File: src/sle_pkg.sv
`timescale 1ns / 1ps
// sle_pkg: shared constants, command/status codes and cell control types
// for the sequential list engine. No dependencies.
package sle_pkg;

   // default store depth and compare width (covers depths up to 4096 plus margin)
   localparam int CAPACITY_DEF = 256;
   localparam int CMP_W        = 14;
   localparam int POS_W        = 9;
   localparam int VAL_W        = 8;

   typedef enum logic [2:0] {
      CMD_INSERT = 3'd0,
      CMD_DELETE = 3'd1,
      CMD_GET    = 3'd2,
      CMD_LOCATE = 3'd3,
      CMD_CLEAR  = 3'd4
   } cmd_type;

   typedef enum logic [1:0] {
      ST_OK       = 2'd0,
      ST_RANGE    = 2'd1,
      ST_FULL     = 2'd2,
      ST_NOTFOUND = 2'd3
   } status_type;

   typedef enum logic [2:0] {
      CELL_HOLD      = 3'd0,
      CELL_INSERT    = 3'd1,
      CELL_DELETE    = 3'd2,
      CELL_PROBE_POS = 3'd3,
      CELL_PROBE_VAL = 3'd4,
      CELL_SHIFT     = 3'd5
   } cell_op_type;

   typedef struct packed {
      cell_op_type       op;
      logic [CMP_W-1:0]  pos0;    // 0-based target position
      logic [CMP_W-1:0]  count;   // current element count
      logic [VAL_W-1:0]  value;   // byte to insert or match
   } cell_ctrl_type;

endpackage

File: src/sle_cell.sv
`timescale 1ns / 1ps
// sle_cell: one list slot plus a probe stage that shifts toward the head.
// Depends on sle_pkg.
module sle_cell #(
   parameter int INDEX = 0
) (
   input  logic                          clock,
   input  sle_pkg::cell_ctrl_type        ctrl,
   input  logic [sle_pkg::VAL_W-1:0]     left_elem,
   input  logic [sle_pkg::VAL_W-1:0]     right_elem,
   input  logic                          right_hit,
   input  logic [sle_pkg::VAL_W-1:0]     right_val,
   output logic [sle_pkg::VAL_W-1:0]     elem,
   output logic                          hit,
   output logic [sle_pkg::VAL_W-1:0]     val
);
   localparam int CW = sle_pkg::CMP_W;
   localparam logic [CW-1:0] IDX = CW'(INDEX);

   logic [sle_pkg::VAL_W-1:0] elem_ff, elem_in;
   logic                      hit_ff, hit_in;
   logic [sle_pkg::VAL_W-1:0] val_ff, val_in;

   always_comb begin
      elem_in = elem_ff;
      hit_in  = hit_ff;
      val_in  = val_ff;
      case (ctrl.op)
         sle_pkg::CELL_INSERT: begin
            if (IDX > ctrl.pos0) begin
               elem_in = left_elem;
            end else if (IDX == ctrl.pos0) begin
               elem_in = ctrl.value;
            end
         end
         sle_pkg::CELL_DELETE: begin
            if (IDX >= ctrl.pos0) begin
               elem_in = right_elem;
            end
         end
         sle_pkg::CELL_PROBE_POS: begin
            hit_in = (IDX < ctrl.count) && (IDX == ctrl.pos0);
            val_in = elem_ff;
         end
         sle_pkg::CELL_PROBE_VAL: begin
            hit_in = (IDX < ctrl.count) && (elem_ff == ctrl.value);
            val_in = elem_ff;
         end
         sle_pkg::CELL_SHIFT: begin
            hit_in = right_hit;
            val_in = right_val;
         end
         default: begin
         end
      endcase
   end

   always_ff @(posedge clock) begin
      elem_ff <= elem_in;
      hit_ff  <= hit_in;
      val_ff  <= val_in;
   end

   assign elem = elem_ff;
   assign hit  = hit_ff;
   assign val  = val_ff;
endmodule
File: config.mk
export PLATFORM = sky130hd
export DESIGN_NAME = sle_cell
export DESIGN_NICKNAME = d
export VERILOG_FILES = /design/src/sle_pkg.sv /design/src/sle_cell.sv
export SDC_FILE = /design/constraint.sdc
export NUM_CORES = 1
export LEC_CHECK = 0
export BUFFER_PORTS_ARGS = -buffer_cell sky130_fd_sc_hd__buf_2
export CORE_MARGIN = 4
export CORE_UTILIZATION = 40
export CTS_CLUSTER_SIZE = 12
export DETAILED_ROUTE_END_ITERATION = 8
export PLACE_DENSITY = 0.89
export SYNTH_ARGS = -nofsm -noshare
export SYNTH_HDL_FRONTEND = slang
export SYNTH_SLANG_ARGS = --single-unit
File: constraint.sdc
create_clock -name clock -period 4.25 [get_ports clock]
set_clock_uncertainty 0.15 [all_clocks]
set_input_delay 0.2125 -clock clock [delete_from_list [all_inputs] [get_ports clock]]
set_output_delay 0.2125 -clock clock [all_outputs]
set_load 0.02 [all_outputs]
==> metrics, run 1 <==
status=finished, final reports clean; Mapped Area=922 sq um; Slowest-stage cell, CP=nor3b_1; initial core utilization=0.417; row count=17; Psw=0.0776 mW; Cells on Worst Hold Path=3; Syn Nets=146; Sum Neg Setup Slack=0 ps; most common cell in the netlist=nand2_1; grt ovf=0; worst r2r src=elem[5]; CTS tree=done; reg-to-reg slack, setup=2700 ps; placer's final routability congestion estimate=0.745; Critical Path Start=ctrl[26]; Sw Share=0.232; area share of fa/ha/maj cells after synthesis=0; Cells after Synth=81; shortest period the worst path allows=2100 ps; # clock sinks=17; fmax=476 MHz; Inst Count DP=182; leak pwr=0.622 nW; CTS-repair resized insts=0; drc violations=0; CTS buffer count=3; max-cap viol count=0; later-pin clock latency in the skew report=280 ps; Mean Syn Cell Area=11.4 sq um; RSZ-0062 raised after global routing=no; Post-CTS Setup Bufs=0; area leader, netlist=edfxtp_1; sequential element share of the synthesized area=0.554; most common flop cell mapped by yosys=edfxtp_1; PwrDens=248 nW/um^2; Gate power share=0.179; H-tree Lvls=1; DR WL/cell=12.9 microns; FF-to-FF End=hit; GRT Total Usage=0.156; top cells by count, synth=26 x nand2_1, 17 x edfxtp_1, 8 x mux2_2, 8 x xnor2_1, 6 x nor4_1; CP cell instances=buf_2 > nor4_1 > and4_1 > nor3b_1; largest family of logic cells by synthesized area=simple AND/OR/NAND/NOR gates; Die Wd=56.0 microns; drt via density=4.76; Synth Register Bits=17; Worst Hold Path EP=val[1]; Layout area overhead=46.4%; Cell variety after synth=18; CP Buf/Inv Count=1; Post-Route WL=2.40 mm; Initial DRT Pass Iterations=4; crit path launch type=input pin; DIE AREA=3140 sq um; Hold-fix buffers, CTS=0; Seq. cell area=510 sq um; Worst Hold Class=in2reg; Sequential Power Share=0.569; Crit path required time=4010 ps; Nets=224; CP peak stage delay=940 ps; root buf cell=clkbuf_4; CP max FO=8; largest cells by area after synthesis=edfxtp_1 55%, nand2_1 11%, mux2_2 9.8%; Core Box Area=2210 sq um; detailed router's first-iteration violation count=20; Final Non-Filler Cells=186; Antenna Cells=0; XOR/XNOR share of the synthesized area=0.0855; synth warn=0; final period utilization=0.494; Max clock buf depth=2; top cell type's share of synthesized area=0.554; FFs w/ async S/R, synth=0; DPL Wire Length=2.13 mm; Hold Crit Start=right_val[1]; Setup CP Type=in2reg; die height=56.0 microns; largest net degree at the start of global routing=11; Port Buffers=73; initial antenna violation count=0; post-synthesis simple-gate area fraction=0.244; fraction of layout cells with a size suffix above 1=0.557; CTS clock-pin slew for the worst setup and hold paths=100 ps; worst reg2reg path depth=4; worst slew pin tran=1160 ps; Top delay family on crit path=simple AND/OR/NAND/NOR gates; final hold vios=0; ANT nets after route=0; VDD IR max=0.199 mV; # IOs=82; Final setup viols=0; number of global-route vias before repair=978; Relative slew margins=0.225; Vias=886; area occupied by multi-input gates=408 sq um; Worst EP arrival=1860 ps; CP Capture Type=register; first-pass GRT wire length=4.00 mm; Final Max Tran Viols=0; post-synthesis mux area share=0.0977; Synth Area in Compound Gates=0.0149; Filler cells=213; EDFF count, synth=17; Clock power frac=0.252; Int Power=0.257 mW
[worst min-delay path, cell delays in order]
cell and delay [ps]:
buf_2 70, nand2_1 40, nand2_1 40
[worst max path at each step]
stage / endpoint / slack (ps) / depth (start not counted)
2_1_floorplan: elem[0] / 2370 / 3
3_3_place_gp: elem[0] / 2010 / 4
3_5_place_dp: elem[5] / 1860 / 4
4_1_cts: elem[6] / 2170 / 4
5_1_grt: elem[0] / 2050 / 4
6_report: elem[6] / 2150 / 4
[flip-flops by register name, summed over array words and instances, names as in the netlist]
| register | count |
|---|---|
| elem | 8 |
| hit | 1 |
| val | 8 |
[routing by layer]
layer  vias to the layer above  GRT usage  part of all wire
li1                        452          -                 -
met1                       388      0.181              0.39
met2                        40      0.280              0.51
met3                         6     0.0255             0.069
met4                         0     0.0644             0.025
met5                         -          0                 0
[final cells by class]
| cell class | count | share of cell area |
|---|---|---|
| Clock buffer | 3 | 0.0167 |
| Clock inverter | 1 | 0.00371 |
| Inverter | 1 | 0.00278 |
| Multi-Input combinational cell | 63 | 0.302 |
| Sequential cell | 17 | 0.378 |
| Tap cell | 28 | 0.0260 |
| Timing Repair Buffer | 73 | 0.271 |
[logic make-up (layout without fill, tap and decap cells)]
logic type                Yosys count  after routing
and+or+nand+nor                    44             44
DFF                                17             17
xor gates and xnor gates            9              9
muxes                               8              8
AOI/OAI and AO/OA                   2              2
buffers and inverters               1             78
[power by group through the flow]
stage	registers, mW	clock network, mW	logic [mW]
6_report	0.190	0.0842	0.0599
4_1_cts	0.190	0.0847	0.0603
3_3_place_gp	0.194	0	0.0574
5_1_grt	0.191	0.0936	0.0671
3_5_place_dp	0.194	0	0.0601
2_1_floorplan	0.199	0	0.0198
[stage by stage]
stage	utilization	area, sq um	hold WS (ps)	setup slack, ps	power [mW]
after global routing	0.610	1350	36.0	2050	0.351
final	0.610	1350	34.6	2150	0.334
after global placement	0.598	1320	324	2010	0.251
after detailed placement	0.598	1320	330	1860	0.254
after floorplan	-	922	237	2370	0.219
after CTS	0.610	1350	33.7	2170	0.335
[cell usage in the layout (no fill, tap or decap), types with 2 or more instances in the layout]
cell type | netlist | layout
buf_2 | 0 | 73
nand2_1 | 26 | 26
edfxtp_1 | 17 | 17
mux2_2 | 8 | 8
xnor2_1 | 8 | 8
nor4_1 | 6 | 6
nand4_1 | 3 | 3
clkbuf_4 | 0 | 3
nor2_1 | 2 | 2
Note: power is estimated with default switching activity, not from simulation.
==> run 2, diff against run 1 <==
--- a/config.mk
+++ b/config.mk
@@ -7,10 +7,10 @@
 export LEC_CHECK = 0
 export BUFFER_PORTS_ARGS = -buffer_cell sky130_fd_sc_hd__buf_2
 export CORE_MARGIN = 4
-export CORE_UTILIZATION = 40
+export CORE_UTILIZATION = 37
 export CTS_CLUSTER_SIZE = 12
 export DETAILED_ROUTE_END_ITERATION = 8
-export PLACE_DENSITY = 0.89
+export PLACE_DENSITY = 0.83
 export SYNTH_ARGS = -nofsm -noshare
 export SYNTH_HDL_FRONTEND = slang
 export SYNTH_SLANG_ARGS = --single-unit
==> constraint.sdc (replaced) <==
create_clock -name clock -period 2.2 [get_ports clock]
set_clock_uncertainty 0.15 [all_clocks]
set_input_delay 0.11 -clock clock [delete_from_list [all_inputs] [get_ports clock]]
set_output_delay 0.11 -clock clock [all_outputs]
set_load 0.02 [all_outputs]
==> run 2 against run 1 <==
Effect of this change: non-clock buffer count up 23; clock-buffer cell count grew 1; wire length grew 26%; critical path depth up 1; first-iteration DRC count increased to 2.6 times the previous value; setup slack worse by 1800 ps; global-route usage rose by 2.8 points; largest cell class is now non-clock buffers; largest power group unchanged; highest routed layer unchanged.
==> metrics, run 2 (synthesized netlist as in run 1, its figures left out) <==
Final setup viols=0 (unchanged); H-tree Lvls=1 (unchanged); largest net degree at the start of global routing=10 (-1); CTS buffer count=3 (unchanged); later-pin clock latency in the skew report=290 ps (about the same); fmax=550 MHz; final period utilization=0.827; Core Box Area=2300 sq um (+3.8%); first-pass GRT wire length=4.73 mm (+18%); # IOs=82 (unchanged); fraction of layout cells with a size suffix above 1=0.492 (-0.0652); grt ovf=0 (unchanged); CTS tree=done; Vias=1013 (+14%); initial core utilization=0.401 (-0.0154); Worst EP arrival=1720 ps (-140 ps); final core occ=0.685 (+0.0749); number of global-route vias before repair=1050 (+7.4%); Crit path required time=2100 ps (-1910 ps); Setup CP Type=in2reg; Layout area overhead=70.7%; VDD IR max=0.258 mV (+30%); DR WL/cell=14.4 microns (+12%); DPL Wire Length=2.23 mm (+4.9%); CTS clock-pin slew for the worst setup and hold paths=100 ps (about the same); fin area=1570 sq um (+17%); Sum Neg Setup Slack=0 ps (unchanged); Max clock buf depth=2 (unchanged); Nets=247 (+10%); final hold vios=0 (unchanged); PwrDens=437 nW/um^2 (+77%); Relative slew margins=0.736 (+0.511); Tot Pwr=0.688 mW (+110%); RSZ-0062 raised after global routing=no; drt via density=4.85 (+1.8%); CP peak stage delay=540 ps (-400 ps); die height=57.9 microns (+3.4%); root buf cell=clkbuf_4; Area after DPL=1340 sq um (+1.1%); drc violations=0 (unchanged); CP cell instances=buf_2 > nor3b_2 > buf_4 > mux2_2 > dlygate4sd3_1; max-cap viol count=0 (unchanged); status=finished, final reports clean; placer's final routability congestion estimate=0.794 (+6.6%); leak pwr=0.718 nW (+15%); shortest period the worst path allows=1820 ps; CP Capture Type=register; worst slew pin tran=394 ps (-765 ps); Hold WS=7.67 ps (-26.9 ps); initial antenna violation count=0 (unchanged); Post-Route WL=3.01 mm (+26%); # clock sinks=17 (unchanged); Worst Hold Class=in2reg; CP max FO=5 (-3); Final Max Tran Viols=0 (unchanged); Antenna Cells=0 (unchanged); Slowest-stage cell, CP=dlygate4sd3_1; GRT Total Usage=0.184 (+0.0277); crit path launch type=input pin; row count=17 (unchanged); DIE AREA=3350 sq um (+6.9%); Initial DRT Pass Iterations=4 (unchanged); most frequent cells in the layout=73 x buf_2, 26 x nand2_1, 21 x dlygate4sd3_1; Die Wd=57.9 microns (+3.4%); ANT nets after route=0 (unchanged); commonest non-fill, non-tap cell in the layout=buf_2; CTS-repair resized insts=0 (unchanged); Filler cells=172 (-19%); detailed router's first-iteration violation count=52 (+160%); Port Buffers=73 (unchanged)
## run 2: cell count changes in the layout (fill, tap and decap cells not counted), sizes merged
cell and delta:
buf +2, clkbuf +1, clkinv -1, dlygate4sd3 +21
## run 2: path summary, 6_finish.rpt
kind              slack, ps  startpoint  cells past startpoint      end
setup reg to reg        520     elem[0]                      4      hit
hold / removal            8     ctrl[0]                      2  elem[0]
setup / recovery        380    ctrl[36]                      5  elem[5]
hold reg to reg         470     elem[5]                      2   val[5]
## run 2: cell type report
| cell class | instances | area, sq um | share of cell area |
|---|---|---|---|
| flip-flops and latches | 17 | 510 | 0.324 |
| inverters | 1 | 3.75 | 0.00238 |
| repair buffers | 96 | 591 | 0.375 |
| multi-input cells | 63 | 408 | 0.259 |
| clock buffers | 4 | 26.3 | 0.0167 |
| well taps | 28 | 35.0 | 0.0223 |
## run 2: repair_timing
item | CTS | global route
hold buffers | 20 | 1
hold endpoints to repair | 17 | 1
buffers inserted | 0 | 0
## run 2: through the flow
| step | cells | setup slack [ps] |
|---|---|---|
| 6_report | 209 | 382 |
| 5_1_grt | 209 | 309 |
| 4_1_cts | 208 | 378 |
| 3_5_place_dp | 184 | 603 |
| 3_3_place_gp | 184 | 628 |
| 2_1_floorplan | 81 | 423 |
## run 2: worst max-delay path: cells and delay by family
family	cells	cell delay, ps
buffers and inverters	3	890
AND/OR/NAND/NOR	1	390
multiplexers	1	320
## run 2: power breakdown
| group | internal [mW] | switching, mW | leakage [nW] |
|---|---|---|---|
| Combinational | 0.0890 | 0.0619 | 0.545 |
| Sequential | 0.366 | 0.00158 | 0.158 |
| Clock | 0.0704 | 0.0995 | 0.0150 |
## run 2: layer usage
layer  global-route usage  part of all wire  routed length (microns)
met1                0.198              0.38                     1150
met2                0.355              0.54                     1630
met3               0.0401             0.068                      206
met4               0.0497            0.0093                       28
met5                    0                 0                        0
==> run 3, diff against run 2 <==
--- a/config.mk
+++ b/config.mk
@@ -7,10 +7,10 @@
 export LEC_CHECK = 0
 export BUFFER_PORTS_ARGS = -buffer_cell sky130_fd_sc_hd__buf_2
 export CORE_MARGIN = 4
-export CORE_UTILIZATION = 37
+export CORE_UTILIZATION = 33
 export CTS_CLUSTER_SIZE = 12
 export DETAILED_ROUTE_END_ITERATION = 8
-export PLACE_DENSITY = 0.83
+export PLACE_DENSITY = 0.79
 export SYNTH_ARGS = -nofsm -noshare
 export SYNTH_HDL_FRONTEND = slang
 export SYNTH_SLANG_ARGS = --single-unit
==> constraint.sdc (replaced) <==
create_clock -name clock -period 1.6 [get_ports clock]
set_clock_uncertainty 0.15 [all_clocks]
set_input_delay 0.08 -clock clock [delete_from_list [all_inputs] [get_ports clock]]
set_output_delay 0.08 -clock clock [all_outputs]
set_load 0.02 [all_outputs]
==> run 3 against run 2 <==
Effect of this change: clock power grew 27%; wire length down 2.3%; combinational power grew 40%; non-clock buffer count is 6 higher; critical path depth up 1; sequential power grew 38%; clock-buffer cell count stayed put; power rose by 36%; sequential share of layout area decreased by 1.2 points; via count up 0.30%; register-to-register slack lost 490 ps; global-route usage shrank 1.0 points.
==> metrics, run 3 (synthesized netlist as in run 1, its figures left out) <==
shortest period the worst path allows=1580 ps; Relative slew margins=0.793 (+0.0572); Initial DRT Pass Iterations=4 (unchanged); fmax=631 MHz; crit path launch type=input pin; GRT Total Usage=0.173 (-0.0101); area occupied by multi-input gates=413 sq um (+1.2%); Max clock buf depth=2 (unchanged); drt via density=4.68 (-3.4%); # clock sinks=17 (unchanged); grt ovf=0 (unchanged); Post-CTS Setup Bufs=0 (unchanged); Final Non-Filler Cells=217 (+3.8%); fraction of layout cells with a size suffix above 1=0.492 (about the same); Seq. cell area=510 sq um (unchanged); Port Buffers=73 (unchanged); FF-to-FF End=hit; CP max FO=2 (-3); detailed router's first-iteration violation count=25 (-52%); CP cell instances=dlygate4sd3_1 > buf_2 > xnor2_1 > nand4_1 > or4_1 > o21ai_1; most frequent cells in the layout=73 x buf_2, 26 x nand2_1, 25 x dlygate4sd3_1; Sw Share=0.220 (-0.0163); root buf cell=clkbuf_4; Worst EP arrival=1570 ps (-150 ps); Top delay family on crit path=buffers and inverters; row count=18 (+1); Crit path required time=1590 ps (-510 ps); H-tree Lvls=1 (unchanged); DPL Wire Length=2.31 mm (+3.5%); CP Buf/Inv Count=2 (-1); CTS tree=done; leak pwr=0.745 nW (+3.8%); Slowest-stage cell, CP=dlygate4sd3_1; Psw=0.206 mW (+26%); Inst Count DP=188 (+2.2%); worst slew pin tran=309 ps (-84.7 ps); Hold Crit Start=ctrl[37]; Antenna Cells=0 (unchanged); DIE AREA=3700 sq um (+10%); Post-Route WL=2.94 mm (-2.3%); drc violations=0 (unchanged); CP peak stage delay=540 ps (about the same); number of global-route vias before repair=1085 (+3.3%); Vias=1016 (+0.30%); Core Box Area=2570 sq um (+12%); CP Capture Type=register; Layout area overhead=77.5%; Worst Hold Path EP=hit; status=finished, final reports clean; Clock power frac=0.232 (-0.015); Cells on Worst Hold Path=3 (+1); CTS buffer count=3 (unchanged); Setup CP Type=in2reg; first-pass GRT wire length=4.65 mm (-1.6%); Int Power=0.728 mW (+39%); Tot Pwr=0.934 mW (+36%); max-cap viol count=0 (unchanged); # IOs=82 (unchanged); worst reg2reg path depth=4 (unchanged); RSZ-0062 raised after global routing=yes; worst r2r src=elem[0]; final hold vios=0 (unchanged); Final setup viols=0 (unchanged); die height=60.9 microns (+5.1%); Die Wd=60.9 microns (+5.1%); initial core utilization=0.359 (-0.0423); CTS-repair resized insts=0 (unchanged); final period utilization=0.990; reg-to-reg slack, setup=30 ps (-490 ps); DR WL/cell=13.6 microns (-5.9%); Nets=253 (+2.4%); PwrDens=571 nW/um^2 (+30%); CTS clock-pin slew for the worst setup and hold paths=90 ps (about the same); initial antenna violation count=0 (unchanged); Worst Hold Class=in2reg; commonest non-fill, non-tap cell in the layout=buf_2; placer's final routability congestion estimate=0.883 (+11%); Filler cells=230 (+34%); later-pin clock latency in the skew report=280 ps (about the same); largest net degree at the start of global routing=10 (unchanged); Gate power share=0.227 (+0.008); VDD IR max=0.605 mV (+130%); ANT nets after route=0 (unchanged); Sequential Power Share=0.541 (+0.007); Final Max Tran Viols=0 (unchanged)
-- run 3: power groups by stage --
| stage | clock, mW | sequential [mW] | combinational (mW) |
|---|---|---|---|
| floorplan | 0 | 0.530 | 0.0530 |
| global placement | 0 | 0.515 | 0.158 |
| detailed placement | 0 | 0.515 | 0.165 |
| CTS | 0.223 | 0.505 | 0.213 |
| global route | 0.238 | 0.506 | 0.234 |
| finish | 0.216 | 0.505 | 0.212 |
-- run 3: metrics by stage --
stage	area, sq um	utilization	TNS, ps	worst slack [ps]	hold WS (ps)
detailed placement	1360	0.530	0	43.9	203
finish	1640	0.637	0	16.2	76.5
global placement	1360	0.530	0	95.9	198
floorplan	927	-	0	44.6	104
global route	1640	0.637	-69.4	-69.4	110
CTS	1640	0.637	0	19.9	66.8
-- run 3: layer usage --
metal / part of all wire / GRT usage
met2: 0.58 / 0.344
met1: 0.33 / 0.169
met5: 0 / 0
met4: 0.027 / 0.0557
met3: 0.061 / 0.0511
-- run 3: final cells by class --
cell class,instances,area share
Timing Repair Buffer,102,0.394
Sequential cell,17,0.312
Tap cell,30,0.0229
Multi-Input combinational cell,63,0.252
Inverter,1,0.00229
Clock buffer,4,0.0161
-- run 3: timing repair --
item | in CTS | in global routing
endpoints found under the hold margin | 17 | 0
setup endpoints to repair | 0 | 1
hold buffers | 25 | 0
-- run 3: how the worst max path moves through the flow --
stage / from / to / slack, ps / depth (start not counted)
global route: elem[0] / hit / -70 / 4
floorplan: elem[5] / hit / 40 / 4
CTS: elem[0] / hit / 20 / 4
global placement: elem[0] / hit / 100 / 4
detailed placement: elem[0] / hit / 40 / 4
finish: ctrl[0] / hit / 20 / 6
-- run 3: tightest hold or removal path, delay by kind of cell --
| family | cells | cell delay (ps) |
|---|---|---|
| and+or+nand+nor | 2 | 180 |
| buffers and inverters | 1 | 120 |
